`src/sv/swm_pkg.sv`:
```
`timescale 1ns / 1ps
// Shared types and constants for the star-only wildcard matcher.
// No dependencies; imported by swm_cell, swm_closure and the top level.
package swm_pkg;

  localparam int MAX_PATTERN_DEF = 64;

  localparam int CHAR_W   = 8;
  localparam int POS_W    = 6;
  localparam int MODE_W   = 2;
  localparam int LEN_CFG_W = 7;
  localparam int CFG_IDX_W = 2;
  localparam int CFG_DATA_W = 7;

  localparam logic [CHAR_W-1:0] STAR_CHAR = 8'd42;

  localparam logic [MODE_W-1:0] MODE_WRITE   = 2'd0;
  localparam logic [MODE_W-1:0] MODE_SUBJECT = 2'd1;
  localparam logic [MODE_W-1:0] MODE_END     = 2'd2;
  localparam logic [MODE_W-1:0] MODE_UNUSED  = 2'd3;

  localparam logic [CFG_IDX_W-1:0] REG_PATTERN_LENGTH = 2'd0;
  localparam logic [CFG_IDX_W-1:0] REG_FILTER_ENABLED = 2'd1;

  // Per-cycle control broadcast to every cell.
  typedef struct packed {
    logic step;     // advance the active set on a subject byte
    logic restart;  // return the active set to the start position
  } swm_ctrl_t;

endpackage

```
`src/sv/star_wildcard_matcher_unit.sv`:
```
`timescale 1ns / 1ps
// Top level of the star-only wildcard matcher: chain of pattern cells,
// star closure adder and result register. Depends on swm_pkg, swm_cell, swm_closure.
//
//  channel | direction | handshake          | payload
//  --------+-----------+--------------------+-------------------------------------------
//  in_     | in        | in_tvalid/tready   | tuser: mode; tdata: position, char_value
//  out_    | out       | out_tvalid/tready  | tdata: matched
//  cfg_    | in        | cfg_valid/ready    | cfg_index, cfg_data
//
// One request per cycle: every item is finished in the cycle it is accepted,
// the active set is one flip-flop per cell and the closure is a single carry add.
// An end request shows its result on out_ in the cycle after acceptance.
// in_tready falls only while a result is held and out_tready is low.
// Reset clears the active set to the start position and both registers to zero;
// the pattern bytes are not cleared. cfg_ready is always high.
module star_wildcard_matcher_unit
  import swm_pkg::*;
#(
  parameter int MAX_PATTERN = MAX_PATTERN_DEF
) (
  input  logic                  clk,
  input  logic                  rst_n,
  // input requests
  input  logic                  in_tvalid,
  output logic                  in_tready,
  input  logic [MODE_W-1:0]     in_tuser,   // [1:0] mode
  input  logic [15:0]           in_tdata,   // [5:0] position, [13:6] char_value, [15:14] zero
  // results
  output logic                  out_tvalid,
  input  logic                  out_tready,
  output logic [7:0]            out_tdata,  // [0] matched, [7:1] zero
  // configuration writes
  input  logic                  cfg_valid,
  output logic                  cfg_ready,
  input  logic [CFG_IDX_W-1:0]  cfg_index,
  input  logic [CFG_DATA_W-1:0] cfg_data
);

  localparam int SET_W = MAX_PATTERN + 1;
  localparam int LEN_W = $clog2(MAX_PATTERN + 1);

  // Configuration registers
  logic [LEN_CFG_W-1:0] len_r;
  logic                 filter_r;

  // Request fields
  logic                 in_acc;
  logic [MODE_W-1:0]    mode;
  logic [POS_W-1:0]     position;
  logic [CHAR_W-1:0]    char_value;

  // Active set and chain signals
  swm_ctrl_t            ctrl;
  logic [SET_W-1:0]     active;
  logic [SET_W-1:0]     prop;
  logic [SET_W-1:0]     closed;
  logic [SET_W-1:0]     adv_chain;
  logic [MAX_PATTERN-1:0] in_use;
  logic                 tail_r;
  logic                 tail_nxt;
  logic [LEN_W-1:0]     used_len;

  // Result register
  logic                 out_valid_r;
  logic                 out_valid_nxt;
  logic                 matched_r;
  logic                 matched_nxt;

  assign mode       = in_tuser;
  assign position   = in_tdata[POS_W-1:0];
  assign char_value = in_tdata[POS_W+CHAR_W-1:POS_W];

  // Accept whenever the result slot is free or drains this cycle.
  assign in_tready = ~out_valid_r | out_tready;
  assign in_acc    = in_tvalid & in_tready;

  // Configuration: always ready, unknown indexes dropped.
  assign cfg_ready = 1'b1;

  always_ff @(posedge clk) begin
    if (!rst_n) begin
      len_r    <= '0;
      filter_r <= 1'b0;
    end else if (cfg_valid) begin
      if (cfg_index == REG_PATTERN_LENGTH) begin
        len_r <= cfg_data[LEN_CFG_W-1:0];
      end else if (cfg_index == REG_FILTER_ENABLED) begin
        filter_r <= cfg_data[0];
      end
    end
  end

  // Clamp an overlong length to the store depth.
  assign used_len = (32'(len_r) > 32'(MAX_PATTERN)) ? LEN_W'(MAX_PATTERN) : LEN_W'(len_r);

  always_comb begin
    ctrl.step    = 1'b0;
    ctrl.restart = 1'b0;
    if (in_acc) begin
      unique case (mode)
        MODE_SUBJECT: ctrl.step    = 1'b1;
        MODE_END:     ctrl.restart = 1'b1;
        MODE_WRITE, MODE_UNUSED: ;
        default: ;
      endcase
    end
  end

  // Row of pattern cells; each hands its advance bit to the next one.
  assign adv_chain[0] = 1'b0;

  for (genvar i = 0; i < MAX_PATTERN; i++) begin : g_cell
    logic wr_en;

    assign in_use[i] = (32'(i) < 32'(len_r));
    assign wr_en     = in_acc & (mode == MODE_WRITE) & (32'(position) == 32'(i));

    swm_cell u_cell (
      .clk         (clk),
      .rst_n       (rst_n),
      .ctrl        (ctrl),
      .restart_val ((i == 0) ? 1'b1 : 1'b0),
      .wr_en       (wr_en),
      .wr_byte     (char_value),
      .subj_byte   (char_value),
      .in_use      (in_use[i]),
      .closed_i    (closed[i]),
      .adv_i       (adv_chain[i]),
      .active_o    (active[i]),
      .star_o      (prop[i]),
      .adv_o       (adv_chain[i+1])
    );
  end

  // Position one past the last pattern byte: reached only by advancing.
  always_comb begin
    tail_nxt = tail_r;
    if (ctrl.restart) begin
      tail_nxt = 1'b0;
    end else if (ctrl.step) begin
      tail_nxt = adv_chain[MAX_PATTERN];
    end
  end

  always_ff @(posedge clk) begin
    if (!rst_n) begin
      tail_r <= 1'b0;
    end else begin
      tail_r <= tail_nxt;
    end
  end

  assign active[MAX_PATTERN] = tail_r;

  // Stars only propagate inside the pattern in use; the tail never propagates.
  logic [SET_W-1:0] prop_used;
  assign prop_used = prop & {1'b0, in_use};

  swm_closure #(
    .W (SET_W)
  ) u_closure (
    .active (active),
    .prop   (prop_used),
    .closed (closed)
  );

  // Result: load on an end request, drop once taken.
  always_comb begin
    out_valid_nxt = out_valid_r;
    matched_nxt   = matched_r;
    if (out_tready) begin
      out_valid_nxt = 1'b0;
    end
    if (ctrl.restart) begin
      out_valid_nxt = 1'b1;
      matched_nxt   = ~filter_r | closed[used_len];
    end
  end

  always_ff @(posedge clk) begin
    if (!rst_n) begin
      out_valid_r <= 1'b0;
    end else begin
      out_valid_r <= out_valid_nxt;
    end
  end

  always_ff @(posedge clk) begin
    matched_r <= matched_nxt;
  end

  assign out_tvalid = out_valid_r;
  assign out_tdata  = {7'b0, matched_r};

  // prop bit of the tail is unused by design; keep it defined.
  assign prop[MAX_PATTERN] = 1'b0;

endmodule

```
`src/sv/swm_cell.sv`:
```
`timescale 1ns / 1ps
// One pattern position: stored pattern byte plus its active bit.
// Depends on swm_pkg.
module swm_cell
  import swm_pkg::*;
(
  input  logic              clk,
  input  logic              rst_n,
  input  swm_ctrl_t         ctrl,
  input  logic              restart_val,  // active value after reset or restart
  input  logic              wr_en,
  input  logic [CHAR_W-1:0] wr_byte,
  input  logic [CHAR_W-1:0] subj_byte,
  input  logic              in_use,       // position lies below the pattern length
  input  logic              closed_i,     // active bit after star closure
  input  logic              adv_i,        // advance from the left neighbor
  output logic              active_o,
  output logic              star_o,
  output logic              adv_o         // advance into the right neighbor
);

  logic [CHAR_W-1:0] byte_r;
  logic              active_r;
  logic              active_nxt;
  logic              keep;

  always_ff @(posedge clk) begin
    if (wr_en) begin
      byte_r <= wr_byte;
    end
  end

  assign star_o = (byte_r == STAR_CHAR);
  assign keep   = closed_i & in_use & star_o;
  assign adv_o  = closed_i & in_use & ~star_o & (byte_r == subj_byte);

  always_comb begin
    active_nxt = active_r;
    if (ctrl.restart) begin
      active_nxt = restart_val;
    end else if (ctrl.step) begin
      active_nxt = keep | adv_i;
    end
  end

  always_ff @(posedge clk) begin
    if (!rst_n) begin
      active_r <= restart_val;
    end else begin
      active_r <= active_nxt;
    end
  end

  assign active_o = active_r;

endmodule

```
`src/sv/swm_closure.sv`:
```
`timescale 1ns / 1ps
// Closure of the active set over runs of stars, done as one carry chain.
// Depends on swm_pkg for the default set width.
module swm_closure
  import swm_pkg::*;
#(
  parameter int W = MAX_PATTERN_DEF + 1
) (
  input  logic [W-1:0] active,
  input  logic [W-1:0] prop,    // star at a position in use
  output logic [W-1:0] closed
);

  logic [W-1:0] starts;
  logic [W-1:0] sum;

  // A start bit on a star carries through the star run and lands one past it.
  assign starts = active & prop;
  assign sum    = prop + starts;
  assign closed = active | (sum ^ prop);

endmodule

```
`config.mk`:
```
export PLATFORM = sky130hd
export DESIGN_NAME = star_wildcard_matcher_unit
export DESIGN_NICKNAME = d
export VERILOG_FILES = /design/src/sv/swm_pkg.sv /design/src/sv/star_wildcard_matcher_unit.sv /design/src/sv/swm_cell.sv /design/src/sv/swm_closure.sv
export SDC_FILE = /design/constraint.sdc
export NUM_CORES = 1
export LEC_CHECK = 0
export BUFFER_PORTS_ARGS = -buffer_cell sky130_fd_sc_hd__buf_4
export CORE_ASPECT_RATIO = 1.2
export CORE_UTILIZATION = 40
export CTS_BUF_LIST = sky130_fd_sc_hd__clkbuf_4
export DETAILED_ROUTE_END_ITERATION = 10
export RECOVER_POWER = 50
export REMOVE_ABC_BUFFERS = 1
export SYNTH_ARGS = -nofsm -noshare
export SYNTH_HDL_FRONTEND = slang
export SYNTH_SLANG_ARGS = --single-unit
```
`constraint.sdc`:
```
create_clock -name clk -period 4.7 [get_ports clk]
set_input_delay 0.47 -clock clk [delete_from_list [all_inputs] [get_ports clk]]
set_output_delay 0.47 -clock clk [all_outputs]
set_load 0.05 [all_outputs]
```
==> metrics.cfg, run 1 <==
[outcome]
outcome=complete, but fails checks
violations=max-capacitance violations, max-slew violations

[synthesis]
synth_top_area_cell=edfxtp_1
synth.ff_latch_count=587
syn_avg_cell_area_um2=10.9
synth_top_area_share_pct=46.9
yosysSeqAreaShare_pct=51.4
synth_edf_count=513
synthArstFlopShare_pct=0
synth_flop_cell=edfxtp_1
yosys-top-cells-area=edfxtp_1 (47%), xnor2_1 (7.2%), xor2_1 (6.4%), dfxtp_1 (4.5%), nor2_1 (2.9%)
yosysUniqueCellTypes=100
synthCells=3023
netlist_area_um2=32800
yosys_warnings=0

[power_and_ir_drop]
clkPwrFrac_pct=41.2
p_switching_w=0.00287
leakage_nw=12.4
powerDensity_nw_per_um2=291
p_comb_share_pct=7.7
p_int_w=0.00831
sw_frac_of_total_pct=25.6
seqPwrFrac_pct=51.0
ir_drop_mv=0.208

[sta]
min_period_over_period_pct=97.8
slew_viol_final=249
fmax_mhz=218
tightest_slew_ps=3490
fin_skew_ps=84.7
finalHoldWorstSlack_ps=138
slew_headroom_pct=-133
hold_viol=0
period_minus_slack_ps=4600
setup_viol=0

[die]
ios=43
die_h_um=316
die_area_um2=83300
core_um2=80900
die_w_um=264
start_util_pct=40.6
rows=114

[drt]
routed_wl_mm=115
firstDrtPassIters=7
vias=27300
ant_nets=0
wl_per_cell_um=25.3
drt_iter0_drc=2471
wl_met2_mm=54.0
drcViolationCount=0
viasPerCell=6.01
wl_met3_mm=7.90
top_layer=met5
drt-met1-wl_mm=47.6

[grt]
antenna_found_initial=10
track_usage_pct=27.3
grt_first_pass_wirelength_mm=171
grt-ovfl-total=0
grt_max_degree=84
first_global_vias=27300

[setup_path]
critPathKind=in2reg
critPathMaxFanout=39
crit_arrival_ps=5570
endpoint_kind=flop
crit_path_start_kind=primary input
required_ps=5670

[layout]
stdcell_count=4537
postLayoutCellArea_um2=38400
most-common-layout-cells=edfxtp_1 (513), xnor2_1 (269), buf_4 (265), nor2_1 (253), xor2_1 (241)
syn_to_final_growth_pct=16.9
final_common_cell=edfxtp_1
post-route-util_pct=47.5
fill_cells=7499
drive_gt1_share_pct=17.8
fin_nets=3394

[worst_hold_path]
hold_path.class=in2reg

[clock_tree]
tritoncts=done
numCtsBuffers=151
cts_num_sinks=587
clk_pin_slew_ps=70
htreeDepth=4
clock_latency_ps=1100
root_buffer=clkbuf_4
clockBufferDepth=3

[placement]
place.gp.congestion=0.993
place_area_um2=35900
portBuffers=32
dp_hpwl_mm=80.5
placed_cells=4217

[flow_run]
maxCapViolations=8

[routing by layer]
layer | vias up | track usage [%]
met5 | - | 0
met4 | 6 | 14.2
met2 | 1060 | 44.6
li1 | 12300 | -
met1 | 13600 | 34.2
met3 | 254 | 5.77
[logic make-up after synthesis]
kind of cell    share of synthesized area (%)
flops                                    51.4
simple gates                             18.3
compound gates                           13.6
xor+xnor                                 13.6
mux                                     0.213
buf+inv                                  2.84
other cells                            0.0229
fa+ha+maj                              0.0381
[synthesized netlist by cell type, types with 16 or more instances]
| cell type | count |
|---|---|
| a311oi_1 | 30 |
| a31oi_1 | 31 |
| a21o_1 | 17 |
| inv_1 | 54 |
| o2111ai_1 | 29 |
| xor2_1 | 241 |
| o31ai_1 | 27 |
| buf_4 | 23 |
| clkbuf_1 | 88 |
| o21ai_0 | 106 |
| buf_1 | 35 |
| nand2_1 | 158 |
| nor4_1 | 99 |
| buf_2 | 16 |
| edfxtp_1 | 513 |
| dfxtp_1 | 74 |
| xnor2_1 | 269 |
| nand4_1 | 97 |
| nand3_1 | 80 |
| nor4b_1 | 55 |
| a211oi_1 | 31 |
| nor3_1 | 79 |
| nor2_1 | 253 |
| o211ai_1 | 37 |
| nor4bb_1 | 58 |
| nand2b_1 | 19 |
| or2_2 | 17 |
| and3_1 | 16 |
| a21oi_1 | 154 |
| nor2b_1 | 24 |
| o21a_1 | 16 |
[cell type report]
type / instances / area (um^2) / share of cell area [%]
Sequential cell: 587 / 16900 / 44.0
Antenna cell: 7 / 17.5 / 0.0456
Inverter: 55 / 206 / 0.538
Clock inverter: 67 / 439 / 1.14
Clock buffer: 211 / 1580 / 4.13
Tap cell: 1044 / 1310 / 3.40
Multi-Input combinational cell: 2224 / 15300 / 39.9
Timing Repair Buffer: 342 / 2640 / 6.89
[worst max-delay path, cell delays in order]
cell and delay [ps]:
dlygate4sd3_1 530, clkbuf_1 2400, buf_4 550, xnor2_1 150
nand4_1 100, nor4_1 540, o21ai_0 270, a21oi_1 200
nor2_1 60, a311oi_1 250
[flip-flops by register name, summed over array words and instances (netlist names)]
register and cells:
filter_r 1, out_tvalid 1, g_cell.u_cell.active_o 64, g_cell.u_cell.byte_r 512
len_r 7, tail_r 1, matched_r 1
[repair_timing]
| action | 4_1_cts | 5_1_grt |
|---|---|---|
| pin swaps | 2 | 14 |
| setup buffers | 2 | 6 |
| endpoints found under the setup margin | 2 | 12 |
| endpoints found under the hold margin | 159 | 0 |
| hold buffers | 27 | 0 |
| resized for setup | 8 | 34 |
[power groups by stage]
stage | Sequential, W | Clock (W) | Combinational [W]
6_report | 0.00570 | 0.00461 | 0.000865
5_1_grt | 0.00570 | 0.00501 | 0.000919
3_5_place_dp | 0.00581 | 0 | 0.000840
4_1_cts | 0.00570 | 0.00473 | 0.000862
2_1_floorplan | 0.00582 | 0 | 0.000351
3_3_place_gp | 0.00581 | 0 | 0.000824
[final timing paths]
path | startpoint | end | slack [ps] | cells after the start
min reg2reg | tail_r | tail_r | 510 | 2
max reg2reg | len_r[1] | matched_r | 140 | 17
min | in_tuser[0] | g_cell[29].u_cell.active_o | 140 | 4
max | in_tdata[13] | g_cell[19].u_cell.active_o | 100 | 10
[metrics by stage]
stage	total power, W	setup WS (ps)	setup TNS (ps)
global route	0.0116	-24.1	-24.1
CTS	0.0113	2.28	0
finish	0.0112	103	0
global placement	0.00663	-104	-162
detailed placement	0.00665	-130	-130
floorplan	0.00617	-1500	-72050
(Power assumes the default switching activity.)
==> run 2, diff against run 1 <==
--- a/config.mk
+++ b/config.mk
@@ -6,10 +6,13 @@
 export NUM_CORES = 1
 export LEC_CHECK = 0
 export BUFFER_PORTS_ARGS = -buffer_cell sky130_fd_sc_hd__buf_4
+export CELL_PAD_IN_SITES_DETAIL_PLACEMENT = 0
+export CELL_PAD_IN_SITES_GLOBAL_PLACEMENT = 2
 export CORE_ASPECT_RATIO = 1.2
 export CORE_UTILIZATION = 40
 export CTS_BUF_LIST = sky130_fd_sc_hd__clkbuf_4
 export DETAILED_ROUTE_END_ITERATION = 10
+export PLACE_DENSITY_LB_ADDON = 0.1
 export RECOVER_POWER = 50
 export REMOVE_ABC_BUFFERS = 1
 export SYNTH_ARGS = -nofsm -noshare
==> run 2 against run 1 <==
  * Clock skew is 12 ps higher
  * Clock power is 4% higher
  * Highest routed layer unchanged
  * Critical path type is now reg2reg
  * Routed wire length is 4.5% higher
  * Register-to-register slack hardly changed
  * Sequential cell count stayed put
  * Sequential power hardly changed
  * Via count is 2.4% lower
  * Global-route usage is 1.5 points higher
  * The run still ends with max-capacitance violations, max-slew violations left
  * Combinational power is 2% lower
==> metrics.cfg, run 2 (synthesis gave the netlist of run 1 again) <==
[sta]
period_minus_slack_ps=4560  ; was 4600 ps
slew_headroom_pct=-26.0  ; was -133%
min_period_over_period_pct=96.9  ; was 97.8%
hold_viol=0  ; unchanged
tightest_slew_ps=1890  ; was 3490 ps
rsz0062_at_grt=false
finalHoldWorstSlack_ps=106  ; was 138 ps
slew_viol_final=157  ; was 249
setup_viol=0  ; unchanged
fmax_mhz=219  ; was 218 MHz
fin_skew_ps=96.5  ; was 84.7 ps

[setup_path]
endpoint_kind=flop  ; unchanged
required_ps=5620  ; was 5670 ps
slowest_stage=and4_1  ; was clkbuf_1
critPathMaxFanout=31  ; was 39
slowest_delay_ps=480  ; was 2400 ps
worstPathCellList=buf_4 > and4_1 > o2111ai_1 > buf_4 > or4_1 > nor3_1 > nand3_1 > o21ai_0 > buf_4 > o31ai_4 > a21oi_2 > nand2b_1 > buf_4 > o21ai_0 > o211a_1 > o211ai_1  ; was dlygate4sd3_1 > clkbuf_1 > buf_4 > xnor2_1 > nand4_1 > nor4_1 > o21ai_0 > a21oi_1 > nor2_1 > a311oi_1
crit_top_cell=buf_4
critPathKind=reg2reg  ; was in2reg
crit_path_start_kind=flop  ; was primary input
crit_arrival_ps=5470  ; was 5570 ps

[grt]
grt_max_degree=84  ; unchanged
track_usage_pct=28.8  ; was 27.3%
first_global_vias=26900  ; was 27,300
grt-ovfl-total=0  ; unchanged
grt_first_pass_wirelength_mm=177  ; was 171 mm
antenna_found_initial=6  ; was 10

[clock_tree]
clk_pin_slew_ps=80  ; was 70 ps
cts_num_sinks=587  ; unchanged
clockBufferDepth=3  ; unchanged
tritoncts=done  ; unchanged
htreeDepth=4  ; unchanged
numCtsBuffers=156  ; was 151
root_buffer=clkbuf_4  ; unchanged
clock_latency_ps=1080  ; was 1100 ps

[layout]
largest_register_ffs=512  ; unchanged
most-common-layout-cells=edfxtp_1 (513), xnor2_1 (269), nor2_1 (252), xor2_1 (241), buf_4 (229)  ; was edfxtp_1 (513), xnor2_1 (269), buf_4 (265), nor2_1 (253), xor2_1 (241)
postLayoutCellArea_um2=38100  ; was 38,400 um^2
final_common_cell=edfxtp_1  ; unchanged
fin_nets=3382  ; was 3,394
fill_cells=7604  ; was 7,499
syn_to_final_growth_pct=16.1  ; was 16.9%
drive_gt1_share_pct=16.9  ; was 17.8%
regMostFlops=g_cell.u_cell.byte_r  ; unchanged

[flow_run]
maxCapViolations=6  ; was 8

[drt]
vias=26600  ; was 27,300
wl_per_cell_um=26.5  ; was 25.3 um
drt_iter0_drc=1962  ; was 2,471
firstDrtPassIters=6  ; was 7
drcViolationCount=0  ; unchanged
viasPerCell=5.88  ; was 6.01
routed_wl_mm=120  ; was 115 mm
ant_nets=0  ; unchanged

[power_and_ir_drop]
powerDensity_nw_per_um2=297  ; was 291 nW/um^2
leakage_nw=12.2  ; was 12.4 nW
ir_drop_mv=0.219  ; was 0.208 mV

[placement]
place.gp.congestion=0.932  ; was 0.993
place_area_um2=35800  ; was 35,900 um^2
dp_hpwl_mm=85.6  ; was 80.5 mm
portBuffers=32  ; unchanged

[outcome]
violations=max-capacitance violations, max-slew violations  ; unchanged
outcome=complete, but fails checks  ; unchanged

[die]
ios=43  ; unchanged
die_w_um=264  ; unchanged
rows=114  ; unchanged
die_h_um=316  ; unchanged
start_util_pct=40.6  ; unchanged
die_area_um2=83300  ; unchanged
core_um2=80900  ; unchanged

[worst_hold_path]
hold_path.class=in2reg  ; unchanged

[run 2: changes by cell type in the layout (fill, tap and decap cells not counted), sizes merged, moves of 3 or more]
cell	previous run	this run
clkbuf	247	269
clkinv	56	60
buf	279	239
dlygate4sd3	27	30
[run 2: critical path, delay by kind of cell (launching register included)]
kind / cells / cell delay, ps
compound gates: 7 / 1470
flops: 1 / 350
buf+inv: 4 / 930
simple gates: 5 / 1640
[run 2: worst paths after layout]
kind                                 endpoint  slack, ps  cells after the start                       from
setup / recovery                    matched_r        140                     16                   len_r[2]
hold / removal    g_cell[51].u_cell.byte_r[6]        110                      3                in_tdata[1]
setup reg to reg                    matched_r        140                     16                   len_r[2]
hold reg to reg     g_cell[0].u_cell.active_o        520                      2  g_cell[0].u_cell.active_o
[run 2: timing repair]
item / 4_1_cts / 5_1_grt
gates cloned: 0 / 0
endpoints found under the setup margin: 5 / 9
hold endpoints to repair: 188 / 0
resized for setup: 7 / 33
hold buffers: 30 / 0
pin swaps: 2 / 10
setup buffers: 0 / 1
[run 2: routing by layer]
layer  share of wire, %  vias to the layer above  GRT usage [%]
met5              0.020                        -              0
met4                3.9                        4           13.1
met3                5.4                      183           5.51
met2                 47                      780           47.3
met1                 43                    13300           36.9
li1                   -                    12400              -
[run 2: final cells by class]
type	instances	area, um^2	share of cell area (%)
inverter	55	206	0.542
sequential	587	16900	44.3
timing repair buffer	325	2360	6.19
multi-input combinational	2224	15300	40.0
tap	1044	1310	3.43
antenna	5	12.5	0.0328
clock inverter	70	497	1.30
clock buffer	213	1600	4.19
[run 2: where the power goes]
group | internal, W | switching [W]
clock | 0.00247 | 0.00231
combinational | 0.000265 | 0.000584
sequential | 0.00568 | 0.0000214
[run 2: stage by stage]
| step | util [%] | cells | total power [W] | setup slack [ps] | TNS, ps |
|---|---|---|---|---|---|
| 6_report | 47.1 | 4523 | 0.0113 | 144 | 0 |
| 3_3_place_gp | 44.2 | 4204 | 0.00665 | -315 | -653 |
| 4_1_cts | 47.2 | 4517 | 0.0115 | 8.04 | 0 |
| 5_1_grt | 47.1 | 4521 | 0.0118 | 7.97 | 0 |
| 2_1_floorplan | - | 2866 | 0.00617 | -1500 | -72050 |
| 3_5_place_dp | 44.2 | 4204 | 0.00666 | -323 | -649 |
